`config.mk`:
```
export PLATFORM = sky130hd
export DESIGN_NAME = speck_key_cell
export DESIGN_NICKNAME = d
export VERILOG_FILES = /design/src/rtl/speck_pkg.sv /design/src/rtl/speck_key_cell.sv
export SDC_FILE = /design/constraint.sdc
export NUM_CORES = 1
export LEC_CHECK = 0
export BUFFER_PORTS_ARGS = -buffer_cell sky130_fd_sc_hd__buf_4
export CELL_PAD_IN_SITES_DETAIL_PLACEMENT = 1
export CELL_PAD_IN_SITES_GLOBAL_PLACEMENT = 2
export CORE_MARGIN = 5
export CORE_UTILIZATION = 24
export CTS_CLUSTER_DIAMETER = 200
export DETAILED_ROUTE_END_ITERATION = 12
export PLACE_DENSITY_LB_ADDON = 0.25
export REMOVE_ABC_BUFFERS = 1
export SYNTH_ARGS = -nofsm -noshare
export SYNTH_HDL_FRONTEND = slang
export SYNTH_SLANG_ARGS = --single-unit
```
`constraint.sdc`:
```
create_clock -name clk -period 2.2 [get_ports clk]
set_input_delay 0.11 -clock clk [delete_from_list [all_inputs] [get_ports clk]]
set_output_delay 0.11 -clock clk [all_outputs]
set_load 0.01 [all_outputs]
```
`src/rtl/speck_pkg.sv`:
```
// ----------------------------------------------------------------------------
// speck_pkg: shared types and constants for the Speck128/256 cipher
// Word width, rotation amounts, configuration register indexes, command
// codes, controller states and the ARX helper functions.
// ----------------------------------------------------------------------------
package speck_pkg;

  localparam int WORD_W         = 64;
  localparam int ALPHA          = 8;
  localparam int BETA           = 3;
  localparam int NUM_ROUNDS_DEF = 34;
  localparam int KEY_WORDS_DEF  = 4;

  // Configuration port
  localparam int CFG_INDEX_W  = 8;
  localparam int CFG_NUM_REGS = 4;
  localparam logic [CFG_INDEX_W-1:0] CFG_KEY_WORD0 = CFG_INDEX_W'(0);
  localparam logic [CFG_INDEX_W-1:0] CFG_KEY_WORD1 = CFG_INDEX_W'(1);
  localparam logic [CFG_INDEX_W-1:0] CFG_KEY_WORD2 = CFG_INDEX_W'(2);
  localparam logic [CFG_INDEX_W-1:0] CFG_KEY_WORD3 = CFG_INDEX_W'(3);

  typedef logic [WORD_W-1:0] word_t;

  typedef enum logic {
    CMD_ENCRYPT = 1'b0,
    CMD_DECRYPT = 1'b1
  } cmd_t;

  typedef struct packed {
    cmd_t  cmd;
    word_t block_high;
    word_t block_low;
  } in_item_t;

  typedef struct packed {
    word_t out_high;
    word_t out_low;
  } out_item_t;

  typedef enum logic [1:0] {
    ST_IDLE,
    ST_EXPAND,
    ST_ROUND,
    ST_DONE
  } state_t;

  // Shift control for the round key chain
  typedef struct packed {
    logic fwd;  // every cell takes its upper neighbor
    logic bwd;  // every cell takes its lower neighbor
  } key_shift_t;

  function automatic word_t rotr(input word_t v, input int unsigned s);
    rotr = (v >> s) | (v << (WORD_W - s));
  endfunction

  function automatic word_t rotl(input word_t v, input int unsigned s);
    rotl = (v << s) | (v >> (WORD_W - s));
  endfunction

endpackage

```
`src/rtl/speck_key_cell.sv`:
```
// ----------------------------------------------------------------------------
// speck_key_cell: one round key slot of the key chain
// Holds one 64-bit round key and takes a neighbor's key when the chain
// shifts in either direction.
// ----------------------------------------------------------------------------
module speck_key_cell (
  input  logic                 clk,
  input  speck_pkg::key_shift_t shift,
  input  speck_pkg::word_t     from_hi,
  input  speck_pkg::word_t     from_lo,
  output speck_pkg::word_t     key
);
  import speck_pkg::*;

  // Take the upper or lower neighbor, else hold
  always_ff @(posedge clk) begin
    if (shift.fwd) begin
      key <= from_hi;
    end else if (shift.bwd) begin
      key <= from_lo;
    end
  end

endmodule

```
==> flow_summary_export.csv <==
group,metric,value,unit
placed_design,place_congestion,0.707,
cts,cts_made_buffers,9,
logic_synthesis,synth_top_area_share,0.661,
cts,cts_max_path_buffers,2,
grt,grt_max_degree,40,
cts,cts.sinks,64,
logic_synthesis,synth_seq_cells,64,
power,vdd_drop_max,0.348,mV
final_layout,antenna_cells,0,
cts,cts_setup_buffers,0,
logic_synthesis,synth.mux.area_fraction,0.311,
sta,slew_viol_final,0,
setup_path,worstPathMaxFanout,21,
final_layout,final_layout_size_suffix_gt1_frac,0.811,
floorplanning,die_h,120,µm
cts,postCtsHoldBufs,0,
routing,firstDrtPassIters,4,
outcome,outcome,"finished clean",
floorplanning,initial_core_util,0.243,
logic_synthesis,synth_top_family_by_area,"multiplexers",
grt,grt_pass1_vias,2280,
placed_design,portBuffers,194,
routing,vias_per_cell,4.07,
logic_synthesis,netlist_area,2910,µm²
cts,cts_root_buf,"clkbuf_16",
logic_synthesis,ys_seq_area_frac,0.661,
sta,setup_viol,0,
sta,worst_pin_slew,517,ps
routing,drc,0,
routing,drt_wl_total,8.63,mm
floorplanning,die_w,120,µm
logic_synthesis,yosys.area_share.adder,0,
grt,grt-ovfl-total,0,
cts,clk_pin_slew,60,ps
cts,cts_tree,"built",
sta,fmax,887,MHz
sta,fin_setup_tns,0,ps
floorplanning,core-area,12000,µm²
logic_synthesis,synthCells,136,
logic_synthesis,synth_compound_area_frac,0,
final_layout,final_common_cell,"buf_4",
logic_synthesis,synth_xor_area_frac,0,
sta,fin_crit_sh,0.512,
logic_synthesis,syn_area_per_cell,21.4,µm²
logic_synthesis,synth-simple-area-share,0.00215,
sta,period_needed,1130,ps
placed_design,dp_hpwl,7.04,mm
final_layout,nets,470,
grt,track_usage,0.118,
final_layout,fin_area,4850,µm²
final_layout,top_register,"key",
sta,rsz0062_at_grt,"false",
final_layout,fillers,1255,
min_path,min-delay-start,"from_hi[16]",
setup_path,critPathCaptureType,"register",
final_layout,multi_input_area,911,µm²
setup_path,setup.worst_path.start_class,"primary input",
placed_design,placed_cell_area,4510,µm²
routing,num_vias,1996,
setup_path,cp.arrival,1190,ps
setup_path,worstSetupStartpoint,"shift[1]",
sta,relSlewSlack,0.656,
final_layout,final_cell_mix,"buf_4 (199), edfxtp_1 (64), mux2_4 (49)",
setup_path,crit_required,2270,ps
cts,htree_levels,3,
final_layout,areaGrowthSynthToFinish,67.1,%
logic_synthesis,yosysUniqueCellTypes,6,
grt,antenna_found_initial,0,
floorplanning,io_pins,195,
final_layout,reg.largest.list,"key x64",
grt,grt_pass1_wl,12.7,mm
run,max_cap_violations,0,
routing,drtIter0Drc,73,
setup_path,worst-setup-path-type,"in2reg",
floorplanning,die_area,14400,µm²
power,finalPower,3.84,mW
logic_synthesis,synth_area_leaders,"edfxtp_1 (66%), mux2_4 (25%), mux2_2 (5.8%)",
final_layout,largest_reg_flops,64,
min_path,hp-class,"in2reg",
final_layout,final_util,0.406,
power,powerDensity,792,nW/µm²
power,leakage,2.23,nW
sta,hold_ws,86.6,ps
logic_synthesis,synth_top_area_cell,"edfxtp_1",
routing,drtAntennaViolNets,0,
routing,wl_per_cell,17.6,µm
sta,hold_viol,0,
final_layout,register_area,1920,µm²
cts,cts_resized,0,
floorplanning,placementRows,40,
logic_synthesis,ys_warn_count,0,
## critical path, cell delays in order
cell and delay [ps]:
buf_4 290, buf_4 390, mux2_2 380
## metal layers
layer	vias to the layer above	global-route usage	routed length, µm
met3	9	0.0749	1150
met4	0	0.0401	115
met1	937	0.114	2870
met5	-	0	0
met2	107	0.205	4500
li1	943	-	-
## per-stage QoR
stage	cells	setup slack (ps)
after CTS	491	1070
after global placement	475	753
after detailed placement	475	729
final	491	1070
after floorplan	129	234
after global routing	491	1030
## synthesized netlist by cell type, drive strengths merged
cell type	number
or2	1
mux2	64
buf	7
edfxtp	64
## power by group
group | internal, mW | total [mW] | switching (mW)
clock network | 1.11 | 1.64 | 0.531
registers | 1.50 | 1.54 | 0.0368
logic | 0.427 | 0.667 | 0.241
## path summary, 6_finish.rpt
path,to,slack [ps],cells after the start
setup / recovery,key[4],1070,3
hold / removal,key[16],90,2
## logic make-up (layout without fill, tap and decap cells)
group	after synthesis	in the layout
buf+inv	7	215
flops	64	64
mux	64	64
simple gates	1	1
## final cells by class
| class | instances | area share |
|---|---|---|
| flip-flops and latches | 64 | 0.396 |
| repair buffers | 199 | 0.308 |
| well taps | 147 | 0.0379 |
| clock inverters | 7 | 0.0245 |
| multi-input cells | 65 | 0.188 |
| clock buffers | 9 | 0.0464 |
Note: power is estimated with default switching activity, not from simulation.
