===== src/rtl/speck_pkg.sv =====
// ----------------------------------------------------------------------------
// speck_pkg: shared types and constants for the Speck128/256 cipher
// Word width, rotation amounts, configuration register indexes, command
// codes, controller states and the ARX helper functions.
// ----------------------------------------------------------------------------
package speck_pkg;

  localparam int WORD_W         = 64;
  localparam int ALPHA          = 8;
  localparam int BETA           = 3;
  localparam int NUM_ROUNDS_DEF = 34;
  localparam int KEY_WORDS_DEF  = 4;

  // Configuration port
  localparam int CFG_INDEX_W  = 8;
  localparam int CFG_NUM_REGS = 4;
  localparam logic [CFG_INDEX_W-1:0] CFG_KEY_WORD0 = CFG_INDEX_W'(0);
  localparam logic [CFG_INDEX_W-1:0] CFG_KEY_WORD1 = CFG_INDEX_W'(1);
  localparam logic [CFG_INDEX_W-1:0] CFG_KEY_WORD2 = CFG_INDEX_W'(2);
  localparam logic [CFG_INDEX_W-1:0] CFG_KEY_WORD3 = CFG_INDEX_W'(3);

  typedef logic [WORD_W-1:0] word_t;

  typedef enum logic {
    CMD_ENCRYPT = 1'b0,
    CMD_DECRYPT = 1'b1
  } cmd_t;

  typedef struct packed {
    cmd_t  cmd;
    word_t block_high;
    word_t block_low;
  } in_item_t;

  typedef struct packed {
    word_t out_high;
    word_t out_low;
  } out_item_t;

  typedef enum logic [1:0] {
    ST_IDLE,
    ST_EXPAND,
    ST_ROUND,
    ST_DONE
  } state_t;

  // Shift control for the round key chain
  typedef struct packed {
    logic fwd;  // every cell takes its upper neighbor
    logic bwd;  // every cell takes its lower neighbor
  } key_shift_t;

  function automatic word_t rotr(input word_t v, input int unsigned s);
    rotr = (v >> s) | (v << (WORD_W - s));
  endfunction

  function automatic word_t rotl(input word_t v, input int unsigned s);
    rotl = (v << s) | (v >> (WORD_W - s));
  endfunction

endpackage


===== src/rtl/speck_round.sv =====
// ----------------------------------------------------------------------------
// speck_round: ARX round datapath
// Holds the block halves and applies one encryption or decryption round
// per step.
// ----------------------------------------------------------------------------
module speck_round (
  input  logic             clk,
  input  logic             load,
  input  logic             step,
  input  logic             dec,
  input  speck_pkg::word_t key,
  input  speck_pkg::word_t in_x,
  input  speck_pkg::word_t in_y,
  output speck_pkg::word_t x,
  output speck_pkg::word_t y
);
  import speck_pkg::*;

  word_t enc_x;
  word_t enc_y;
  word_t dec_x;
  word_t dec_y;

  // Forward and inverse round
  always_comb begin
    enc_x = (rotr(x, ALPHA) + y) ^ key;
    enc_y = rotl(y, BETA) ^ enc_x;
    dec_y = rotr(x ^ y, BETA);
    dec_x = rotl((x ^ key) - dec_y, ALPHA);
  end

  // Load a new block or advance one round
  always_ff @(posedge clk) begin
    if (load) begin
      x <= in_x;
      y <= in_y;
    end else if (step) begin
      x <= dec ? dec_x : enc_x;
      y <= dec ? dec_y : enc_y;
    end
  end

endmodule


===== config.mk =====
export PLATFORM = sky130hd
export DESIGN_NAME = speck_round
export DESIGN_NICKNAME = d
export VERILOG_FILES = /design/src/rtl/speck_pkg.sv /design/src/rtl/speck_round.sv
export SDC_FILE = /design/constraint.sdc
export NUM_CORES = 1
export LEC_CHECK = 0
export BUFFER_PORTS_ARGS = -buffer_cell sky130_fd_sc_hd__buf_4
export CAP_MARGIN = 40
export CORE_MARGIN = 2
export CORE_UTILIZATION = 30
export DETAILED_ROUTE_END_ITERATION = 6
export PLACE_DENSITY_LB_ADDON = 0.3
export SYNTH_ARGS = -nofsm -noshare
export SYNTH_HDL_FRONTEND = slang
export SYNTH_SLANG_ARGS = --single-unit

===== constraint.sdc =====
create_clock -name clk -period 5.17 [get_ports clk]
set_input_delay 0.2585 -clock clk [delete_from_list [all_inputs] [get_ports clk]]
set_output_delay 0.2585 -clock clk [all_outputs]
set_load 0.05 [all_outputs]

==> results.ini <==
[status]
outcome=finished, final reports clean

[detailed_routing]
first_iter_violations=1630
drt_drc_violations_left=0
post_route_antenna_net_violation_count=0
post_drt_via_cell_ratio=5.65
detail_route.wl_per_cell_um=24.8
drt_pass1_iterations=7
vias=16600
aggregate_routed_wire_length_um=72700

[clock_network]
cts_tree=yes
tritoncts_buffer_count=17
root_buffer=clkbuf_16
clk_pin_slew_worst_paths_ps=60
total_of_hold_buffers_inserted_after_clock_tree_synthesis=0
clock_sink_total=128
postCtsSetupBuffers=0
cts.htree.levels=4
worst_skew_pair.late_latency_ps=500
max-clock-path-buffers=2

[timing]
maxSlewHeadroom_pct=44.6
timing_hold_violations_final=0
max_slew.worst_pin.slew_ps=829
final-setup-viol-count=0
fin_worst_hold_slack_ps=28.1
setup_repair_after_global_routing_missed_its_margin=no
final-max-slew-violation-count=0
fmaxAchievable_mhz=213
setup_tns_ps=0
skew_ps=17.6
post-route-min-period_ps=4700
post-route-period-util_pct=90.8

[floorplan]
placeableCoreArea_sq_mm=0.0538
ios=324
floorplan.rows=85
die_x_um=237
start_util_pct=30.3
die_area_sq_mm=0.0562
dieHeight_um=237

[setup_path]
crit_slowest_cell=edfxtp_1
worst_endpoint_required_time_ps=5400
critical_path.max_stage_delay_ps=480
criticalPathCategory=reg -> reg
path_delay_family=compound AO/OA/AOI/OAI gates
number_of_buffer_and_inverter_instances_along_the_worst_setup_path=1
worst-endpoint-arrival_ps=4930
worstPathMaxFanout=4
critPathLaunchType=register
worst_path_most_repeated_cell=a21oi_1
category_of_the_worst_setup_path_capture_point=register
timing.critical_path.cells=xor2_1, ha_1, inv_1, fa_1, a21o_1, a21oi_1, o21ai_0, and4_1, o41ai_2, a21oi_1, or3_1, a41oi_2, o31ai_1, a2111oi_0, nor3b_1

[grt]
grt_antenna_before_repair=1
gr-usage-all-layers_pct=25.4
gr-usage-met1_pct=34.3
gr-total-overflow=0
first_global_vias=16600
met2_track_utilization_from_global_routing_pct=41.9
grt_start_max_net_pins=129
globalRoute.busiestLayer=met2
grtUsageMet3_pct=3.99
grt_pass1_wl_um=107000

[yosys]
yosys_register_bits=128
yosysWarnings=0
netlist_area_sq_mm=0.0163
mappedNetlistNets=2290
number_of_unique_standard_cell_types_used_by_synthesis=82
synth.avg_cell_area_sq_um=8.30
synthArstFlopShare_pct=0
number_of_synthesized_flops_with_an_enable_pin=128
synthesis.instances=1966
synth_flop_cell=edfxtp_1
seq_area_frac_synth_pct=23.6

[place]
gpl_congestion=0.950
detailedPlacementHpwl_um=58500
buffer_ports.inserted=323

[cells_and_area]
num_antenna_cells=0
final-seq-area_sq_mm=0.00384
multiInputGateArea_sq_mm=0.0118
final_layout_size_suffix_gt1_share_pct=19.3
layout.nets=2554
syn2layout_area_growth_pct=22.4
filler_cell_count=5631

[min_path]
hp-class=in -> reg

[job]
cap_viol_max_count=0

worst register-to-register path, stage by stage, from the launching register on:
cell	delay [ps]
edfxtp_1	480
xor2_1	280
ha_1	240
inv_1	70
fa_1	430
a21o_1	200
a21oi_1	280
o21ai_0	160
and4_1	240
o41ai_2	430
a21oi_1	130
or3_1	480
a41oi_2	300
o31ai_1	130
a2111oi_0	480
nor3b_1	110
synth_stat cells, drive strengths merged (5+ instances only):
library cell | number | area [sq um]
a221oi | 11 | 96.3
a41oi | 5 | 51.3
and2 | 8 | 50.1
clkbuf | 92 | 347
nand2 | 157 | 589
or2 | 9 | 56.3
nor3 | 24 | 120
xor2 | 132 | 1160
or3 | 12 | 75.1
a211oi | 27 | 203
nor3b | 6 | 45.0
inv | 66 | 248
nor2 | 141 | 529
a2bb2oi | 11 | 96.3
buf | 12 | 55.1
a21o | 89 | 668
o21a | 23 | 173
a21boi | 6 | 45.1
o22a | 7 | 61.3
nand4 | 43 | 269
a31oi | 13 | 87.6
nand3 | 27 | 135
mux2i | 25 | 250
o21ai | 114 | 571
o31ai | 5 | 37.5
and4 | 6 | 52.6
o22ai | 7 | 43.8
ha | 126 | 1580
edfxtp | 128 | 3840
o41ai | 6 | 60.1
o211ai | 15 | 118
o21bai | 29 | 218
nand2b | 9 | 56.3
nor2b | 7 | 43.8
a21oi | 225 | 1130
o221ai | 10 | 87.6
xnor2 | 220 | 1930
mux2 | 34 | 383
a2111oi | 6 | 58.8
and3 | 15 | 93.8
o2111ai | 6 | 52.6
per-stage QoR:
stage	utilization, %	setup slack (ps)	area, sq um	cells
global route	37.1	153	20000	2937
CTS	37.1	277	20000	2937
detailed placement	36.1	374	19400	2907
global placement	36.1	534	19400	2907
floorplan	-	865	16300	1966
finish	37.1	474	20000	2937
flip-flops by register name (all words and copies together), names as in the netlist:
register and flops:
x 64, y 64
cells in the final DEF (no fill, tap or decap), types with 7 or more instances in the layout:
cell type / instances
nand4_1: 43
xnor2_1: 220
buf_4: 348
o21bai_1: 29
and3_1: 15
o21ai_0: 114
a2bb2oi_1: 11
a211oi_1: 27
o21a_1: 23
nor2b_1: 7
mux2i_1: 25
a21oi_1: 224
o211ai_1: 14
and2_1: 8
mux2_2: 34
nor3_1: 24
o22ai_1: 7
a31oi_1: 12
ha_1: 126
nand2_1: 157
inv_1: 65
clkbuf_16: 17
edfxtp_1: 128
or3_1: 12
o22a_1: 7
xor2_1: 132
nand3_1: 27
a21o_1: 89
nor2_1: 141
nand2b_1: 9
o221ai_1: 10
a221oi_1: 11
or2_2: 8
layer usage:
metal | vias to the layer above | wire (um)
met2 | 709 | 34000
met4 | 2 | 1690
li1 | 7742 | -
met1 | 8047 | 32100
met3 | 95 | 4950
met5 | - | 13
cells by family (layout without fill, tap and decap cells):
group,after synthesis,after routing,synth area share [%]
AO/OA/AOI/OAI,648,648,25.6
multiplexers,59,59,3.88
adder cells (fa/ha/maj),128,128,9.91
buffers and inverters,171,446,4.00
XOR/XNOR,356,356,19.5
flip-flops,128,128,23.6
AND/OR/NAND/NOR,476,476,13.5
layout make-up:
type                    count  share of cell area, %
clock buffers              21                   2.21
clock inverters             9                  0.470
inverters                  67                   1.27
multi-input cells        1667                   59.2
flip-flops and latches    128                   19.3
well taps                 696                   4.36
repair buffers            349                   13.2
path summary, 6_finish.rpt:
check             cells after the start         endpoint  slack (ps)            start
setup / recovery                     15   x[4]$_DFFE_PP_         470   y[3]$_DFFE_PP_
hold / removal                        2  x[43]$_DFFE_PP_          30         in_x[43]
setup reg to reg                     15   x[4]$_DFFE_PP_         470   y[3]$_DFFE_PP_
hold reg to reg                       2  y[51]$_DFFE_PP_         810  y[48]$_DFFE_PP_
repair_timing:
| action | 4_1_cts | 5_1_grt |
|---|---|---|
| gates resized for setup | 0 | 1 |
| setup endpoints to repair | 0 | 1 |
| endpoints found under the hold margin | 0 | 0 |
Power is not shown: default switching activity piles up to over one toggle a cycle in this logic, so the estimate is an artifact.
