--- config.mk ---
export PLATFORM = sky130hd
export DESIGN_NAME = speck_sched
export DESIGN_NICKNAME = d
export VERILOG_FILES = /design/src/rtl/speck_pkg.sv /design/src/rtl/speck_sched.sv
export SDC_FILE = /design/constraint.sdc
export NUM_CORES = 1
export LEC_CHECK = 0
export ABC_AREA = 0
export BUFFER_PORTS_ARGS = -buffer_cell sky130_fd_sc_hd__buf_4
export CAP_MARGIN = 0
export CORE_UTILIZATION = 55
export CTS_CLUSTER_DIAMETER = 200
export DETAILED_ROUTE_END_ITERATION = 12
export PLACE_DENSITY = 0.87
export SETUP_SLACK_MARGIN = 0.15
export SLEW_MARGIN = 20
export SYNTH_ARGS = -nofsm -noshare
export SYNTH_HDL_FRONTEND = slang
export SYNTH_SLANG_ARGS = --single-unit
--- constraint.sdc ---
create_clock -name clk -period 5.8 [get_ports clk]
set_clock_uncertainty 0.05 [all_clocks]
set_input_delay 0.87 -clock clk [delete_from_list [all_inputs] [get_ports clk]]
set_output_delay 0.87 -clock clk [all_outputs]
set_load 0.03 [all_outputs]
--- src/rtl/speck_pkg.sv ---
// ----------------------------------------------------------------------------
// speck_pkg: shared types and constants for the Speck128/256 cipher
// Word width, rotation amounts, configuration register indexes, command
// codes, controller states and the ARX helper functions.
// ----------------------------------------------------------------------------
package speck_pkg;

  localparam int WORD_W         = 64;
  localparam int ALPHA          = 8;
  localparam int BETA           = 3;
  localparam int NUM_ROUNDS_DEF = 34;
  localparam int KEY_WORDS_DEF  = 4;

  // Configuration port
  localparam int CFG_INDEX_W  = 8;
  localparam int CFG_NUM_REGS = 4;
  localparam logic [CFG_INDEX_W-1:0] CFG_KEY_WORD0 = CFG_INDEX_W'(0);
  localparam logic [CFG_INDEX_W-1:0] CFG_KEY_WORD1 = CFG_INDEX_W'(1);
  localparam logic [CFG_INDEX_W-1:0] CFG_KEY_WORD2 = CFG_INDEX_W'(2);
  localparam logic [CFG_INDEX_W-1:0] CFG_KEY_WORD3 = CFG_INDEX_W'(3);

  typedef logic [WORD_W-1:0] word_t;

  typedef enum logic {
    CMD_ENCRYPT = 1'b0,
    CMD_DECRYPT = 1'b1
  } cmd_t;

  typedef struct packed {
    cmd_t  cmd;
    word_t block_high;
    word_t block_low;
  } in_item_t;

  typedef struct packed {
    word_t out_high;
    word_t out_low;
  } out_item_t;

  typedef enum logic [1:0] {
    ST_IDLE,
    ST_EXPAND,
    ST_ROUND,
    ST_DONE
  } state_t;

  // Shift control for the round key chain
  typedef struct packed {
    logic fwd;  // every cell takes its upper neighbor
    logic bwd;  // every cell takes its lower neighbor
  } key_shift_t;

  function automatic word_t rotr(input word_t v, input int unsigned s);
    rotr = (v >> s) | (v << (WORD_W - s));
  endfunction

  function automatic word_t rotl(input word_t v, input int unsigned s);
    rotl = (v << s) | (v >> (WORD_W - s));
  endfunction

endpackage

--- src/rtl/speck_sched.sv ---
// ----------------------------------------------------------------------------
// speck_sched: key schedule generator
// Produces one round key per step from the key words, keeping the l words
// in a short queue.
// ----------------------------------------------------------------------------
module speck_sched #(
  parameter int KEY_WORDS  = speck_pkg::KEY_WORDS_DEF,
  parameter int NUM_ROUNDS = speck_pkg::NUM_ROUNDS_DEF,
  localparam int CNT_W     = $clog2(NUM_ROUNDS)
) (
  input  logic                                       clk,
  input  logic                                       load,
  input  logic                                       step,
  input  logic [KEY_WORDS-1:0][speck_pkg::WORD_W-1:0] key_in,
  input  logic [CNT_W-1:0]                           idx,
  output speck_pkg::word_t                           k
);
  import speck_pkg::*;

  word_t lq [KEY_WORDS-1];
  word_t new_l;

  // Next l word from the current round key and the queue head
  assign new_l = (k + rotr(lq[0], ALPHA)) ^ WORD_W'(idx);

  // Load the key words, or advance one schedule step
  always_ff @(posedge clk) begin
    if (load) begin
      k <= key_in[0];
      for (int j = 0; j < KEY_WORDS - 1; j++) begin
        lq[j] <= key_in[j+1];
      end
    end else if (step) begin
      k <= rotl(k, BETA) ^ new_l;
      for (int j = 0; j < KEY_WORDS - 2; j++) begin
        lq[j] <= lq[j+1];
      end
      lq[KEY_WORDS-2] <= new_l;
    end
  end

endmodule

==> results.py <==
metrics = {
    "yosys": {
        "synthArstFlopShare": 0,
        "yosys_most_used_dff": "edfxtp_1",
        "syn_inst": 1292,
        "synth_area_leaders": "edfxtp_1 (50%), mux2_2 (13%), xnor2_1 (5.6%), ha_1 (5.2%), o21ai_0 (3.6%)",
        "ys_seq_area_frac": 0.5043,
        "post_synth_num_cell_types": 66,
        "synth_edf_count": 256,
        "ys_warn_count": 0,
        "synth_top_family_by_area": "multiplexers",
        "synth_top_area_share": 0.5043,
        "synth-xor-area-share": 0.08463,
        "ys_seq_elements": 256,
        "synth_mux_area_frac": 0.1327,
        "synth.largest_area_cell": "edfxtp_1",
        "yosys.area_share.adder": 0.05302,
        "synth_fp_nets": 1621,
        "syn_area_um2": 15240,
        "synth_compound_area_frac": 0.1253,
        "yosys.area_share.simple": 0.07773,
        "avgSynthCellArea_um2": 11.80,
    },
    "worst_setup_path": {
        "r2r-start": "k[0]",
        "crit_start": "k[0]",
        "end_kind": "register",
        "crit_arrival_ns": 4.62,
        "required_ns": 6.04,
        "critPathKind": "register to register",
        "endpoint": "k[60]",
        "cp_max_fo": 5,
        "crit-reg2reg-capture": "k[60]",
        "start_kind": "register",
        "r2r_setup_slack_ns": 1.42,
        "r2r_cells": 13,
    },
    "global_route": {
        "antenna_found_initial": 1,
        "grt_pass1_vias": 11980,
        "grt_max_degree": 139,
        "overflow": 0,
        "grt_pass1_wl_um": 64330,
        "grt.total_usage": 0.2915,
    },
    "min_path": {
        "min_path_cells": 1,
        "hp-class": "register to register",
    },
    "sta": {
        "setup_viol_count_final": 0,
        "period_share": 0.7551,
        "maxSlewHeadroom": 0.3132,
        "fmax_mhz": 228.3,
        "finalCriticalPeriod_ns": 4.380,
        "setup_tns_ns": 0,
        "tightest_slew_ns": 1.030,
        "slew_violations": 0,
        "rsz0062_at_grt": "no",
        "hold_viol": 0,
        "setup_ws_ns": 1.420,
    },
    "routing": {
        "post_drt_via_cell_ratio": 5.940,
        "first_pass_iters": 5,
        "vias": 11760,
        "drtAntennaViolNets": 0,
        "wl_per_cell_um": 21.22,
        "drtIter0Drc": 1292,
        "route.detailed.drc": 0,
        "routed_wl_um": 42010,
    },
    "floorplan": {
        "core_area_um2": 27100,
        "die_x_um": 168.5,
        "die_h_um": 168.5,
        "die-area_um2": 28390,
        "initial_utilization": 0.5625,
        "rows": 60,
        "io_pins": 329,
    },
    "clock_tree": {
        "cts_resized": 0,
        "cts_tree": "done",
        "htree_num_levels": 1,
        "post-cts-setup-buffers": 0,
        "ctsHoldBuffers": 0,
        "cts-root-buf": "clkbuf_16",
        "clock_latency_ns": 0.54,
        "cts_buffers": 27,
        "clockBufferDepth": 3,
        "clkTransAtPathRegs_ns": 0.07,
        "clock-sinks": 256,
    },
    "placement": {
        "dpl_cell_area_um2": 17990,
        "place.gp.congestion": 0.9673,
        "port_buffers": 328,
        "post-place-ws_ns": 1.527,
        "dp_hpwl_um": 30520,
    },
    "cells_and_area": {
        "syn2layout_area_growth_pct": 23.89,
        "fin_nets": 1917,
        "fin_area_um2": 18880,
        "drive_gt1_frac": 0.3497,
        "final_util": 0.6968,
        "n_fill_cell": 1849,
    },
    "power": {
        "power.density_nw_per_um2": 555.5,
        "peakVddDrop_mv": 0.2988,
        "p_leak_nw": 7.795,
    },
    "outcome": {
        "outcome": "finished clean",
    },
    "job": {
        "max_cap_viol_count": 0,
    },
}
## layout make-up
type / instances / area (µm²) / share of cell area
Clock buffer: 30 / 686.9 / 0.03637
Antenna cell: 1 / 2.502 / 0.0001325
Clock inverter: 18 / 207.7 / 0.01100
Multi-Input combinational cell: 951 / 7226 / 0.3826
Tap cell: 372 / 465.4 / 0.02465
Timing Repair Buffer: 333 / 2537 / 0.1344
Sequential cell: 256 / 7687 / 0.4071
Inverter: 19 / 71.32 / 0.003777
## per-layer routing
layer  up-vias  track usage  part of all wire
li1       5409            -                 -
met1      5659       0.3602              0.38
met2       595       0.5095              0.50
met3        98      0.06921             0.093
met4         0      0.08182             0.026
met5         -            0                 0
## stage by stage
stage | hold slack, ns | instances | power, W
2_1_floorplan | 0.4748 | 1292 | 0.006968
3_3_place_gp | 0.4765 | 1931 | 0.008425
3_5_place_dp | 0.4846 | 1931 | 0.008603
4_1_cts | 0.4973 | 1979 | 0.01045
5_1_grt | 0.5057 | 1980 | 0.01104
6_report | 0.4940 | 1980 | 0.01049
## report_power, final
group          total (W)  internal (W)  switching (W)
Clock            0.00180       0.00107       0.000731
Sequential       0.00311       0.00272       0.000395
Combinational    0.00558       0.00237        0.00322
Total             0.0105       0.00615        0.00434
## kinds of logic after synthesis
kind of cell             count (synthesis)
flip-flops                             256
AO/OA/AOI/OAI                          307
AND/OR/NAND/NOR                        264
adder cells (fa/ha/maj)                 64
buffers and inverters                   85
XOR/XNOR                               136
multiplexers                           180
## flip-flops by register name, indices dropped and copies added, names as in the netlist
| name | count |
|---|---|
| k | 64 |
| lq | 192 |
## critical path, cell delays in order (launching register included)
cell      delay, ns
edfxtp_1       0.42
ha_1           0.19
inv_1          0.05
fa_1           0.42
nor2b_1        0.17
o211ai_1       0.13
a21oi_1        0.43
o211ai_1       0.26
a211oi_1       0.67
a21boi_0       0.27
o21ai_1        0.45
a41o_1         0.30
xnor2_1        0.09
mux2_2         0.25
## layout by cell type, fill, tap and decap left out, types with 27 or more instances in the layout
master,Yosys,final
a21oi_1,74,74
xnor2_1,97,97
edfxtp_1,256,256
mux2_2,177,177
nor2_1,39,39
ha_1,63,63
nand2_1,140,140
buf_4,1,330
o21ai_0,111,111
xor2_1,32,32
a21o_1,43,43
clkbuf_16,0,27
## worst min-delay path by stage
stage	from	end	slack, ns
detailed placement	lq[0][183]	lq[0][119]	0.48
floorplan	lq[0][64]	lq[0][0]	0.47
CTS	lq[0][114]	lq[0][50]	0.50
global placement	lq[0][163]	lq[0][99]	0.48
finish	lq[0][114]	lq[0][50]	0.49
global route	lq[0][114]	lq[0][50]	0.51
## Yosys cell counts, types with 3 or more instances
cell / n
a21o_1: 43
buf_2: 7
and2_1: 8
or2_2: 3
a21boi_0: 8
and3_1: 13
xnor3_1: 5
o31a_1: 4
o211ai_1: 12
inv_1: 19
nor2b_1: 6
mux2_2: 177
clkbuf_1: 55
or3_1: 4
a31oi_1: 7
nand2_1: 140
o31ai_1: 3
nand4_1: 11
nand3_1: 17
nor3_1: 9
a21oi_1: 74
o21ai_0: 111
xnor2_1: 97
edfxtp_1: 256
xor2_1: 32
nand2b_1: 7
o21a_1: 4
mux2i_1: 3
ha_1: 63
o21bai_1: 6
nor2_1: 39
a22oi_1: 3
a211oi_1: 7
(Power assumes the default switching activity.)
